$ cat src/sv/sslt_pkg.sv
// ----------------------------------------------------------------------------
// Sorted list table package
// Sizes, operation and status codes, and the per-cell control and flag types.
// ----------------------------------------------------------------------------
package sslt_pkg;

  localparam int DEPTH       = 16;
  localparam int ENTRY_WIDTH = 32;
  localparam int VALUE_WIDTH = 32;
  localparam int IDX_W       = $clog2(DEPTH);
  localparam int CNT_W       = $clog2(DEPTH + 1);
  localparam int STATUS_W    = 2;

  typedef logic [1:0] op_t;
  localparam op_t OP_APPEND = 2'd0;
  localparam op_t OP_INSERT = 2'd1;
  localparam op_t OP_DELETE = 2'd2;
  localparam op_t OP_SEARCH = 2'd3;

  typedef logic [STATUS_W-1:0] status_t;
  localparam status_t ST_DONE      = 2'd0;
  localparam status_t ST_NOT_FOUND = 2'd1;
  localparam status_t ST_FULL      = 2'd2;

  // Row-wide action broadcast to the cells
  typedef logic [1:0] act_t;
  localparam act_t ACT_NONE   = 2'd0;
  localparam act_t ACT_WRITE  = 2'd1;
  localparam act_t ACT_INSERT = 2'd2;
  localparam act_t ACT_DELETE = 2'd3;

  typedef struct packed {
    logic load_key;
    logic take_lower;
    logic take_upper;
  } cell_ctl_t;

  typedef struct packed {
    logic lt;
    logic eq;
  } cell_flag_t;

endpackage

$ cat src/sv/sslt_ifs.sv
// ----------------------------------------------------------------------------
// Sorted list table channels
// Request, result and configuration channels with valid/ready handshakes.
// ----------------------------------------------------------------------------
interface sslt_req_if import sslt_pkg::*; ();
  logic                   valid;
  logic                   ready;
  op_t                    operation;
  logic [VALUE_WIDTH-1:0] value;

  modport source (output valid, operation, value, input ready);
  modport sink   (input valid, operation, value, output ready);
endinterface

interface sslt_res_if import sslt_pkg::*; ();
  logic             valid;
  logic             ready;
  status_t          status;
  logic [IDX_W-1:0] position;
  logic [CNT_W-1:0] fill_count;

  modport source (output valid, status, position, fill_count, input ready);
  modport sink   (input valid, status, position, fill_count, output ready);
endinterface

interface sslt_cfg_if ();
  logic valid;
  logic ready;
  logic data;

  modport source (output valid, data, input ready);
  modport sink   (input valid, data, output ready);
endinterface

$ cat src/sv/sslt_cell.sv
// ----------------------------------------------------------------------------
// Sorted list table cell
// One table entry: loads the key or a neighbor's entry, compares with the key.
// ----------------------------------------------------------------------------
module sslt_cell import sslt_pkg::*; (
  input  logic                   clk,
  input  cell_ctl_t              ctl,
  input  logic                   cmp_signed,
  input  logic [ENTRY_WIDTH-1:0] key,
  input  logic [ENTRY_WIDTH-1:0] lower,
  input  logic [ENTRY_WIDTH-1:0] upper,
  output logic [ENTRY_WIDTH-1:0] entry,
  output cell_flag_t             flag
);

  logic [ENTRY_WIDTH-1:0] sign_mask;
  logic [ENTRY_WIDTH-1:0] a_biased;
  logic [ENTRY_WIDTH-1:0] k_biased;

  always_ff @(posedge clk) begin
    if (ctl.load_key) begin
      entry <= key;
    end else if (ctl.take_lower) begin
      entry <= lower;
    end else if (ctl.take_upper) begin
      entry <= upper;
    end
  end

  // signed order = unsigned order with the sign bits flipped
  assign sign_mask = ENTRY_WIDTH'(cmp_signed) << (ENTRY_WIDTH - 1);
  assign a_biased  = entry ^ sign_mask;
  assign k_biased  = key ^ sign_mask;
  assign flag.lt   = a_biased < k_biased;
  assign flag.eq   = entry == key;

endmodule

$ cat src/sv/sorted_sequential_list_table_core.sv
// ----------------------------------------------------------------------------
// Sorted sequential list table core
// Fixed-depth entry table held in a row of cells, with a fill count, serving
// append, sorted insert, delete-first-equal and search-first-equal requests.
// ----------------------------------------------------------------------------
// The table lives in a row of DEPTH cells, one entry each. Every cell compares
// its entry with the latched key every cycle, and on command loads the key or
// its lower or upper neighbor's entry, so the whole tail shifts together in
// either direction. One request is worked at a time. Append, delete and
// search latch the key, act on the cell flags and present the result, and so
// does a sorted insert into an empty or a full table. Any other sorted insert
// latches the key and runs binary-search probes, with an exit step when the
// search ends without a hit, then places the key and presents the result.
// At most log2(DEPTH) - 1 probes are needed: the search picks one cell's
// flags per cycle. The next request is accepted as
// soon as the core is back in idle, while an untaken result still waits in the
// output register; a new result is held until that register frees up.
// The compare mode register (cfg.data, 0 unsigned, 1 two's complement) is
// always ready and must only be written while the core is idle. Entries come
// out of reset undefined; only entries below the fill count are ever used.
// ----------------------------------------------------------------------------
module sorted_sequential_list_table_core import sslt_pkg::*; (
  input  logic        clk,
  input  logic        rst,
  sslt_req_if.sink    request,
  sslt_res_if.source  result,
  sslt_cfg_if.sink    cfg
);

  // Sequencer states
  localparam logic [2:0] S_IDLE   = 3'd0;
  localparam logic [2:0] S_RUN    = 3'd1;  // act on flags of the latched key
  localparam logic [2:0] S_SEARCH = 3'd2;  // one binary-search probe per cycle
  localparam logic [2:0] S_PLACE  = 3'd3;  // insert at probe slot or one past it
  localparam logic [2:0] S_DONE   = 3'd4;  // hand result to output register

  logic [2:0]             state, state_next;
  op_t                    op;
  logic [ENTRY_WIDTH-1:0] key;
  logic [CNT_W-1:0]       count, count_next;
  logic                   cmp_signed;

  // Binary-search bounds, signed since high can drop to -1
  logic signed [IDX_W:0]  low, low_next;
  logic signed [IDX_W:0]  high, high_next;
  logic [IDX_W-1:0]       mid, mid_next;

  status_t                res_status, res_status_next;
  logic [IDX_W-1:0]       res_pos, res_pos_next;

  logic                   out_valid;
  status_t                out_status;
  logic [IDX_W-1:0]       out_pos;
  logic [CNT_W-1:0]       out_count;
  logic                   out_load;

  // Row of cells
  logic [ENTRY_WIDTH-1:0] ent [DEPTH];
  cell_flag_t             flags [DEPTH];
  cell_ctl_t              ctl [DEPTH];
  logic [DEPTH-1:0]       lt_vec;
  logic [DEPTH-1:0]       eq_vec;
  act_t                   act;
  logic [IDX_W-1:0]       act_pos;

  // Search helpers
  logic                   full;
  logic                   found;
  logic [IDX_W-1:0]       found_idx;
  logic [IDX_W:0]         mid_sum;
  logic [IDX_W-1:0]       mid_cur;
  logic [IDX_W-1:0]       ins_pos;

  for (genvar i = 0; i < DEPTH; i++) begin : g_row
    logic [ENTRY_WIDTH-1:0] lower;
    logic [ENTRY_WIDTH-1:0] upper;

    if (i == 0) begin : g_first
      assign lower = key;
    end else begin : g_lower
      assign lower = ent[i-1];
    end
    if (i == DEPTH - 1) begin : g_last
      assign upper = key;
    end else begin : g_upper
      assign upper = ent[i+1];
    end

    // Decode the row action into this cell's load select
    always_comb begin
      ctl[i] = '0;
      case (act)
        ACT_WRITE: begin
          ctl[i].load_key = act_pos == IDX_W'(i);
        end
        ACT_INSERT: begin
          ctl[i].load_key   = act_pos == IDX_W'(i);
          ctl[i].take_lower = IDX_W'(i) > act_pos;
        end
        ACT_DELETE: begin
          ctl[i].take_upper = IDX_W'(i) >= act_pos;
        end
        default: begin
        end
      endcase
    end

    sslt_cell u_cell (
      .clk        (clk),
      .ctl        (ctl[i]),
      .cmp_signed (cmp_signed),
      .key        (key),
      .lower      (lower),
      .upper      (upper),
      .entry      (ent[i]),
      .flag       (flags[i])
    );

    assign lt_vec[i] = flags[i].lt;
    // only held entries take part in the equality scan
    assign eq_vec[i] = flags[i].eq && (CNT_W'(i) < count);
  end

  // First equal held entry
  always_comb begin
    found     = 1'b0;
    found_idx = '0;
    for (int j = DEPTH - 1; j >= 0; j--) begin
      if (eq_vec[j]) begin
        found     = 1'b1;
        found_idx = IDX_W'(j);
      end
    end
  end

  assign full    = count == CNT_W'(DEPTH);
  assign mid_sum = {1'b0, low[IDX_W-1:0]} + {1'b0, high[IDX_W-1:0]};
  assign mid_cur = mid_sum[IDX_W:1];
  // step past the probed entry when it is smaller than the key
  assign ins_pos = mid + IDX_W'(lt_vec[mid]);

  assign out_load = (state == S_DONE) && (!out_valid || result.ready);

  always_comb begin
    state_next      = state;
    count_next      = count;
    low_next        = low;
    high_next       = high;
    mid_next        = mid;
    res_status_next = res_status;
    res_pos_next    = res_pos;
    act             = ACT_NONE;
    act_pos         = '0;

    case (state)
      S_IDLE: begin
        if (request.valid) begin
          state_next = S_RUN;
        end
      end

      S_RUN: begin
        res_status_next = ST_DONE;
        res_pos_next    = '0;
        state_next      = S_DONE;
        case (op)
          OP_APPEND: begin
            if (full) begin
              res_status_next = ST_FULL;
            end else begin
              act          = ACT_WRITE;
              act_pos      = count[IDX_W-1:0];
              count_next   = count + 1'b1;
              res_pos_next = count[IDX_W-1:0];
            end
          end
          OP_INSERT: begin
            if (full) begin
              res_status_next = ST_FULL;
            end else if (count == '0) begin
              act        = ACT_WRITE;
              act_pos    = '0;
              count_next = count + 1'b1;
            end else begin
              low_next   = '0;
              high_next  = (IDX_W+1)'(count - 1'b1);
              mid_next   = '0;
              state_next = S_SEARCH;
            end
          end
          default: begin  // delete or search
            if (!found) begin
              res_status_next = ST_NOT_FOUND;
            end else begin
              res_pos_next = found_idx;
              if (op == OP_DELETE) begin
                act        = ACT_DELETE;
                act_pos    = found_idx;
                count_next = count - 1'b1;
              end
            end
          end
        endcase
      end

      S_SEARCH: begin
        if (low < high) begin
          mid_next = mid_cur;
          if (eq_vec[mid_cur]) begin
            state_next = S_PLACE;  // exact hit ends the search
          end else if (!lt_vec[mid_cur]) begin
            high_next = (IDX_W+1)'($signed({1'b0, mid_cur}) - 1);
          end else begin
            low_next = {1'b0, mid_cur} + (IDX_W+1)'(1);
          end
        end else begin
          if (low == high) begin
            mid_next = low[IDX_W-1:0];
          end
          state_next = S_PLACE;
        end
      end

      S_PLACE: begin
        act             = ACT_INSERT;
        act_pos         = ins_pos;
        count_next      = count + 1'b1;
        res_status_next = ST_DONE;
        res_pos_next    = ins_pos;
        state_next      = S_DONE;
      end

      S_DONE: begin
        if (out_load) begin
          state_next = S_IDLE;
        end
      end

      default: begin
        state_next = S_IDLE;
      end
    endcase
  end

  always_ff @(posedge clk) begin
    if (rst) begin
      state      <= S_IDLE;
      count      <= '0;
      cmp_signed <= 1'b0;
      out_valid  <= 1'b0;
    end else begin
      state <= state_next;
      count <= count_next;
      if (cfg.valid) begin
        cmp_signed <= cfg.data;
      end
      if (out_load) begin
        out_valid <= 1'b1;
      end else if (result.ready) begin
        out_valid <= 1'b0;
      end
    end
  end

  // Payload registers
  always_ff @(posedge clk) begin
    if (state == S_IDLE && request.valid) begin
      op  <= request.operation;
      key <= ENTRY_WIDTH'(request.value);
    end
    low        <= low_next;
    high       <= high_next;
    mid        <= mid_next;
    res_status <= res_status_next;
    res_pos    <= res_pos_next;
    if (out_load) begin
      out_status <= res_status;
      out_pos    <= res_pos;
      out_count  <= count;
    end
  end

  assign request.ready     = state == S_IDLE;
  assign cfg.ready         = 1'b1;
  assign result.valid      = out_valid;
  assign result.status     = out_status;
  assign result.position   = out_pos;
  assign result.fill_count = out_count;

endmodule
$ cat src/flat_wrapper.sv
// flat-port wrapper written by rule: the top's interface ports become plain ports
module sorted_sequential_list_table_core_flat import sslt_pkg::*;
  (clk, rst, request_valid, request_operation, request_value, request_ready, result_valid, result_status, result_position, result_fill_count, result_ready, cfg_valid, cfg_data, cfg_ready);
  sslt_req_if request_i ();
  sslt_res_if result_i ();
  sslt_cfg_if cfg_i ();
  input  logic clk;
  input  logic rst;
  input wire logic [$bits(request_i.valid)-1:0] request_valid;
  input wire logic [$bits(request_i.operation)-1:0] request_operation;
  input wire logic [$bits(request_i.value)-1:0] request_value;
  output wire logic [$bits(request_i.ready)-1:0] request_ready;
  output wire logic [$bits(result_i.valid)-1:0] result_valid;
  output wire logic [$bits(result_i.status)-1:0] result_status;
  output wire logic [$bits(result_i.position)-1:0] result_position;
  output wire logic [$bits(result_i.fill_count)-1:0] result_fill_count;
  input wire logic [$bits(result_i.ready)-1:0] result_ready;
  input wire logic [$bits(cfg_i.valid)-1:0] cfg_valid;
  input wire logic [$bits(cfg_i.data)-1:0] cfg_data;
  output wire logic [$bits(cfg_i.ready)-1:0] cfg_ready;
  assign request_i.valid = request_valid;
  assign request_i.operation = request_operation;
  assign request_i.value = request_value;
  assign request_ready = request_i.ready;
  assign result_valid = result_i.valid;
  assign result_status = result_i.status;
  assign result_position = result_i.position;
  assign result_fill_count = result_i.fill_count;
  assign result_i.ready = result_ready;
  assign cfg_i.valid = cfg_valid;
  assign cfg_i.data = cfg_data;
  assign cfg_ready = cfg_i.ready;
  sorted_sequential_list_table_core u_core (.clk(clk), .rst(rst), .request(request_i), .result(result_i), .cfg(cfg_i));
endmodule
$ cat config.mk
export PLATFORM = sky130hd
export DESIGN_NAME = sorted_sequential_list_table_core_flat
export DESIGN_NICKNAME = d
export VERILOG_FILES = /design/src/sv/sslt_pkg.sv /design/src/sv/sslt_ifs.sv /design/src/sv/sslt_cell.sv /design/src/sv/sorted_sequential_list_table_core.sv /design/src/flat_wrapper.sv
export SDC_FILE = /design/constraint.sdc
export NUM_CORES = 2
export LEC_CHECK = 0
export BUFFER_PORTS_ARGS = -buffer_cell sky130_fd_sc_hd__buf_2
export CORE_ASPECT_RATIO = 0.5
export CORE_MARGIN = 2
export CORE_UTILIZATION = 45
export CTS_CLUSTER_DIAMETER = 200
export DETAILED_ROUTE_END_ITERATION = 8
export GPL_ROUTABILITY_DRIVEN = 0
export PLACE_DENSITY = 0.59
export RECOVER_POWER = 25
export SLEW_MARGIN = 25
export SYNTH_ARGS = -nofsm -noshare
export SYNTH_HDL_FRONTEND = slang
export SYNTH_HIERARCHICAL = 1
export SYNTH_SLANG_ARGS = --single-unit
export TNS_END_PERCENT = 10
$ cat constraint.sdc
create_clock -name clk -period 6.1 [get_ports clk]
set_input_delay 0.915 -clock clk [delete_from_list [all_inputs] [get_ports clk]]
set_output_delay 0.915 -clock clk [all_outputs]
set_load 0.05 [all_outputs]
## Word-level counts from Yosys, hierarchy flattened

Cells that the tools add are included.

- Bits in registers: 587
- Output and inout bits: 14
- Word-level logic and storage cells: 418

- Add/subtract/negate cells: 6
- $lt $le $gt $ge: 67
- Eq/ne operators: 58
- Muxes and demuxes: 190
- Bitwise operators: 17
- Reduce and logical (&&, ||, !) cells: 50

Operators with widths:

| cell | number |
|---|---|
| 32-bit two-way mux | 48 |
| 32-bit bitwise XOR | 17 |
| 32-bit == test | 16 |
| 32-bit < comparator | 16 |
| 4-bit two-way mux | 25 |
| 5-bit two-way mux | 17 |
| 1-bit two-way mux | 72 |
| 3-bit nonzero test | 16 |
| 4-bit by 5-bit < comparator with 1-bit output, first input constant | 8 |
| 4-bit case mux with 2 select lines | 5 |
| 5-bit case mux with 2 select lines | 4 |
| 4-bit == test, second input constant | 8 |
| 4-bit >= comparator, first input constant | 8 |
| 4-bit greater-than comparator, first input constant | 8 |
| 3-bit two-way mux | 7 |
| 3-bit by 5-bit < comparator with 1-bit output, first input constant | 4 |
| 1-bit logical AND | 18 |
| 4-bit by 3-bit == test with 1-bit output, second input constant | 4 |
| 3-bit by 4-bit >= comparator with 1-bit output, first input constant | 4 |
| 3-bit by 4-bit greater-than comparator with 1-bit output, first input constant | 4 |
| 3-bit case mux with 5 select lines | 1 |
| 7-bit AND reduction | 2 |
| 1-bit binary-select mux with 4-bit select | 3 |
| 2-bit case mux with 2 select lines | 3 |
| other kinds (41) | 70 |

## Longest topological paths before layout

- Depth in word-level cells: 27
- Gate-level depth with buffers: 24

## Cells and area by module

Netlist, hierarchy kept.

By module, submodules not included:

| module | instances | cells an instance | area an instance (um^2) |
|---|---|---|---|
| sslt_cell | 16 | 255 | 2,426.1 |
| sorted_sequential_list_table_core | 1 | 480 | 4,858.4 |

## Worst setup path after synthesis

No wires, ideal clock.

- Path kind: register to register
- Start point: register u_core.key[31], in the netlist u_core/g_row[0].lower[31]
- End point: register u_core.g_row[5].u_cell.entry[0], enable pin
- Setup time: 0.390 ns
- Arrival: 5.591 ns
- Data required time: 5.710 ns
- Setup slack: 0.119 ns
- Stages on the path, launching flop included: 18
- Cells stage by stage: edfxtp_1 xnor2_1 nand3_1 nor2_1 a41oi_1 and3_1 mux4_2 mux4_2 ha_1 ha_1 xnor2_1 a211oi_1 a21o_1 clkbuf_1 nand2_1 nor2_1 clkbuf_1 or3_1

RTL lines:

| element | line | RTL |
|---|---|---|
| start: declaration | sorted_sequential_list_table_core.sv:39 | `logic [ENTRY_WIDTH-1:0] key;` |
| start signal: assignment | sorted_sequential_list_table_core.sv:269 | `key <= ENTRY_WIDTH'(request.value);` |
| end signal: assignment | sslt_cell.sv:22 | `entry <= key;` |
| end signal: assignment | sslt_cell.sv:24 | `entry <= lower;` |
| end signal: assignment | sslt_cell.sv:26 | `entry <= upper;` |
| end: declaration | sslt_cell.sv:12 | `output logic [ENTRY_WIDTH-1:0] entry,` |

==> out/metrics.yaml <==
whs_path_depth: 1
hp-class: "in2reg"
htree_levels: 2
synth.most_common_cell: "nand2_1"
num_io_pins: 54
wl_um: 124600
grt_usage_pct: 24.69
timing.final.crit_share_pct: 96.89
clk_latency_ns: 0.67
vias: 34710
reg2reg_from: "u_core/g_row[0].lower[22]"
synth_edf_count: 577
cts.sinks: 587
fp.coreArea_mm2: 0.09579
synthCells: 4560
max_slew.worst_pin.slew_ns: 1.621
r2r_slack_ns: 0.19
yosys.cell_types.count: 77
leakage_nw: 18.65
grt_pass1_wl_um: 193200
holdWs_ns: 0.4151
initial_core_util_pct: 45.59
syn_avg_cell_area_um2: 9.578
slowest_delay_ns: 0.50
dp_cells: 5825
endpoint_kind: "flop"
synth-main-ff-cell: "edfxtp_1"
syn_nets: 5119
syn_area_mm2: 0.04368
synthToLayoutAreaGrowth_pct: 11.79
fin_cells: 5939
path_cells: "buf_12, buf_4, inv_1, ha_1, and4_1, nand4_1, nor2_1, a41oi_1, and3_1, mux4_2, mux4_2, ha_1, ha_1, xnor2_1, a211oi_2, a21oi_2, nor3_2, buf_4, nand2_1, and2_2, or3_1, buf_12"
worst_setup_path_start_kind: "flop"
antenna_found_initial: 1
antenna_left: 0
grt_pass1_vias: 32860
cts_tree: "yes"
path_buf_inv: 5
hold_violations: 0
die_h_um: 224.3
globalRoute.totalOverflow: 0
grt_start_max_net_pins: 67
ys_seq_elements: 587
rsz0062_at_grt: "false"
drt_iter0_drc: 3660
io_buffers: 52
maxCapViolCount: 1
rows: 80
cts.path.max_buffers: 3
status: "finished with violations"
cpMostUsedCell: "ha_1"
synth_top_cells_by_area: "edfxtp_1 40%, ha_1 15%, mux2i_1 12%"
r2r_end: "u_core/g_row[15].u_cell/entry[31]"
setup_violations: 0
maxSlewHeadroom_pct: -8.060
worst_clock_skew_ns: 0.02785
die_w_um: 444.6
rr_worst_depth: 22
drt_pass1_iterations: 9
ys_top_cells_by_count: "678 x nand2_1, 577 x edfxtp_1, 555 x o21ai_0, 522 x mux2i_1"
path_clk_slew_ns: 0.06
cts-root-buf: "clkbuf_16"
slew_viol_final: 27
vdd_drop_max_mv: 0.2203
place_area_mm2: 0.04673
post_cts_buffers: 0
layout-drive-gt1-share_pct: 7.649
hold_path_startpoint: "request_value[8]"
crit_fanout: 32
worstSetupPathType: "reg2reg"
synth_top_area_cell: "edfxtp_1"
cpMaxStageDelayCell: "mux4_2"
nets: 5177
numCtsBuffers: 61
via_per_inst: 5.845
total_power_mw: 9.778
cp.required_ns: 6.49
die_area_mm2: 0.09972
ys_warn_count: 6
wire_per_inst_um: 20.98
finalInstanceArea_mm2: 0.04882
synth_top_area_share_pct: 39.67
crit_arrival_ns: 6.30
fmax_mhz: 169.2
fin_crit_ns: 5.910
power_density_mw_per_mm2: 200.3
drc_errors: 1
violations: "design-rule violations, max-capacitance violations, max-slew violations"
synth-seq-area-share_pct: 40.13
hold_path_end: "u_core/g_row[0].lower[8]"
critPathTopFamily: "simple AND/OR/NAND/NOR gates"
ys_async_sr_fraction_pct: 0
dpl.hpwl_um: 94210
-- per-stage QoR --
stage / TNS (ns) / worst slack, ns / utilization [%]
2_1_floorplan: 0 / 0.1187 / -
3_3_place_gp: -1.089 / -0.03400 / 48.78
3_5_place_dp: -0.3832 / -0.05436 / 48.78
4_1_cts: 0 / 0.08960 / 51.05
5_1_grt: 0 / 0.02627 / 50.97
6_report: 0 / 0.1898 / 50.97
-- what timing repair did --
item                                    4_1_cts  5_1_grt
pin swaps                                     0        1
resized for setup                             1       14
hold buffers                                  0        0
endpoints found under the setup margin       60      493
-- layout by cell type, fill, tap and decap left out, types with 29 or more instances in the layout --
cell type / count
a21oi_1: 203
and4_1: 32
buf_12: 63
buf_2: 35
buf_4: 64
clkbuf_1: 30
clkbuf_16: 61
edfxtp_1: 577
ha_1: 518
inv_1: 518
mux2i_1: 522
nand2_1: 677
nand3_1: 160
nand4_1: 69
nor2_1: 92
nor3_1: 29
o21ai_0: 553
-- power by group --
group / internal (mW) / total (mW) / leakage, nW / switching (mW)
registers: 4.44 / 4.48 / 5.31 / 0.0393
logic: 0.411 / 1.09 / 12.3 / 0.677
clock network: 2.44 / 4.21 / 1.05 / 1.77
total: 7.29 / 9.78 / 18.6 / 2.49
-- flip-flops by register name, indices dropped and copies added, names as in the netlist --
signal                     flops
u_core/res_pos                 4
u_core/res_status              2
u_core/state                   3
u_core/low                     5
u_core/result.position         4
u_core/result.fill_count       5
u_core/result.valid            1
u_core/high                    5
u_core/op                      2
u_core/g_row.lower            32
u_core/cmp_signed              1
u_core/count                   5
u_core/result.status           2
u_core/g_row.u_cell/entry    512
u_core/mid                     4
-- cell type report --
class / instances / area (um^2)
Clock buffer: 69 / 1567
Inverter: 519 / 1948
Multi-Input combinational cell: 3256 / 23520
Fill cell: 8552 / 46970
Sequential cell: 587 / 17530
Antenna cell: 1 / 2.502
Tap cell: 1271 / 1590
Timing Repair Buffer: 193 / 2072
Clock inverter: 43 / 601.8
-- worst reg2reg max path, stage by stage, from the launching register on --
cell      delay (ns)
edfxtp_1        0.38
buf_12          0.20
buf_4           0.19
inv_1           0.05
ha_1            0.32
and4_1          0.24
nand4_1         0.13
nor2_1          0.26
a41oi_1         0.16
and3_1          0.24
mux4_2          0.48
mux4_2          0.50
ha_1            0.22
ha_1            0.19
xnor2_1         0.15
a211oi_2        0.31
a21oi_2         0.09
nor3_2          0.35
buf_4           0.21
nand2_1         0.08
and2_2          0.26
or3_1           0.40
buf_12          0.20
-- cells by family after synthesis --
group,count (synthesis),synth area share (%)
AOI/OAI and AO/OA,949,12.60
xor gates and xnor gates,31,0.6217
adders and majority gates,519,14.89
buffers and inverters,717,6.365
DFF,587,40.13
muxes,532,12.45
other,2,0.01719
and+or+nand+nor,1223,12.93
-- worst max-delay path by stage --
stage / depth (start not counted) / endpoint / startpoint / slack, ns
finish: 22 / u_core/g_row[15].u_cell/entry[31] / u_core/g_row[0].lower[22] / 0.19
global route: 19 / u_core/g_row[11].u_cell/entry[6] / u_core/g_row[0].lower[22] / 0.03
CTS: 23 / u_core/g_row[15].u_cell/entry[20] / u_core/g_row[0].lower[10] / 0.09
detailed placement: 23 / u_core/g_row[15].u_cell/entry[20] / u_core/g_row[0].lower[10] / -0.05
global placement: 22 / u_core/g_row[15].u_cell/entry[15] / u_core/g_row[0].lower[11] / -0.03
floorplan: 17 / u_core/g_row[5].u_cell/entry[0] / u_core/g_row[0].lower[31] / 0.12
-- metal layers --
metal	part of all wire (%)	global-route usage [%]	wire length [um]	up-vias
met3	8.5	3.886	10580	124
li1	-	-	-	16570
met4	1.5	4.839	1915	0
met2	40	35.04	49920	1245
met5	0	0	0	-
met1	50	39.15	62190	16780
(Power assumes the default switching activity.)
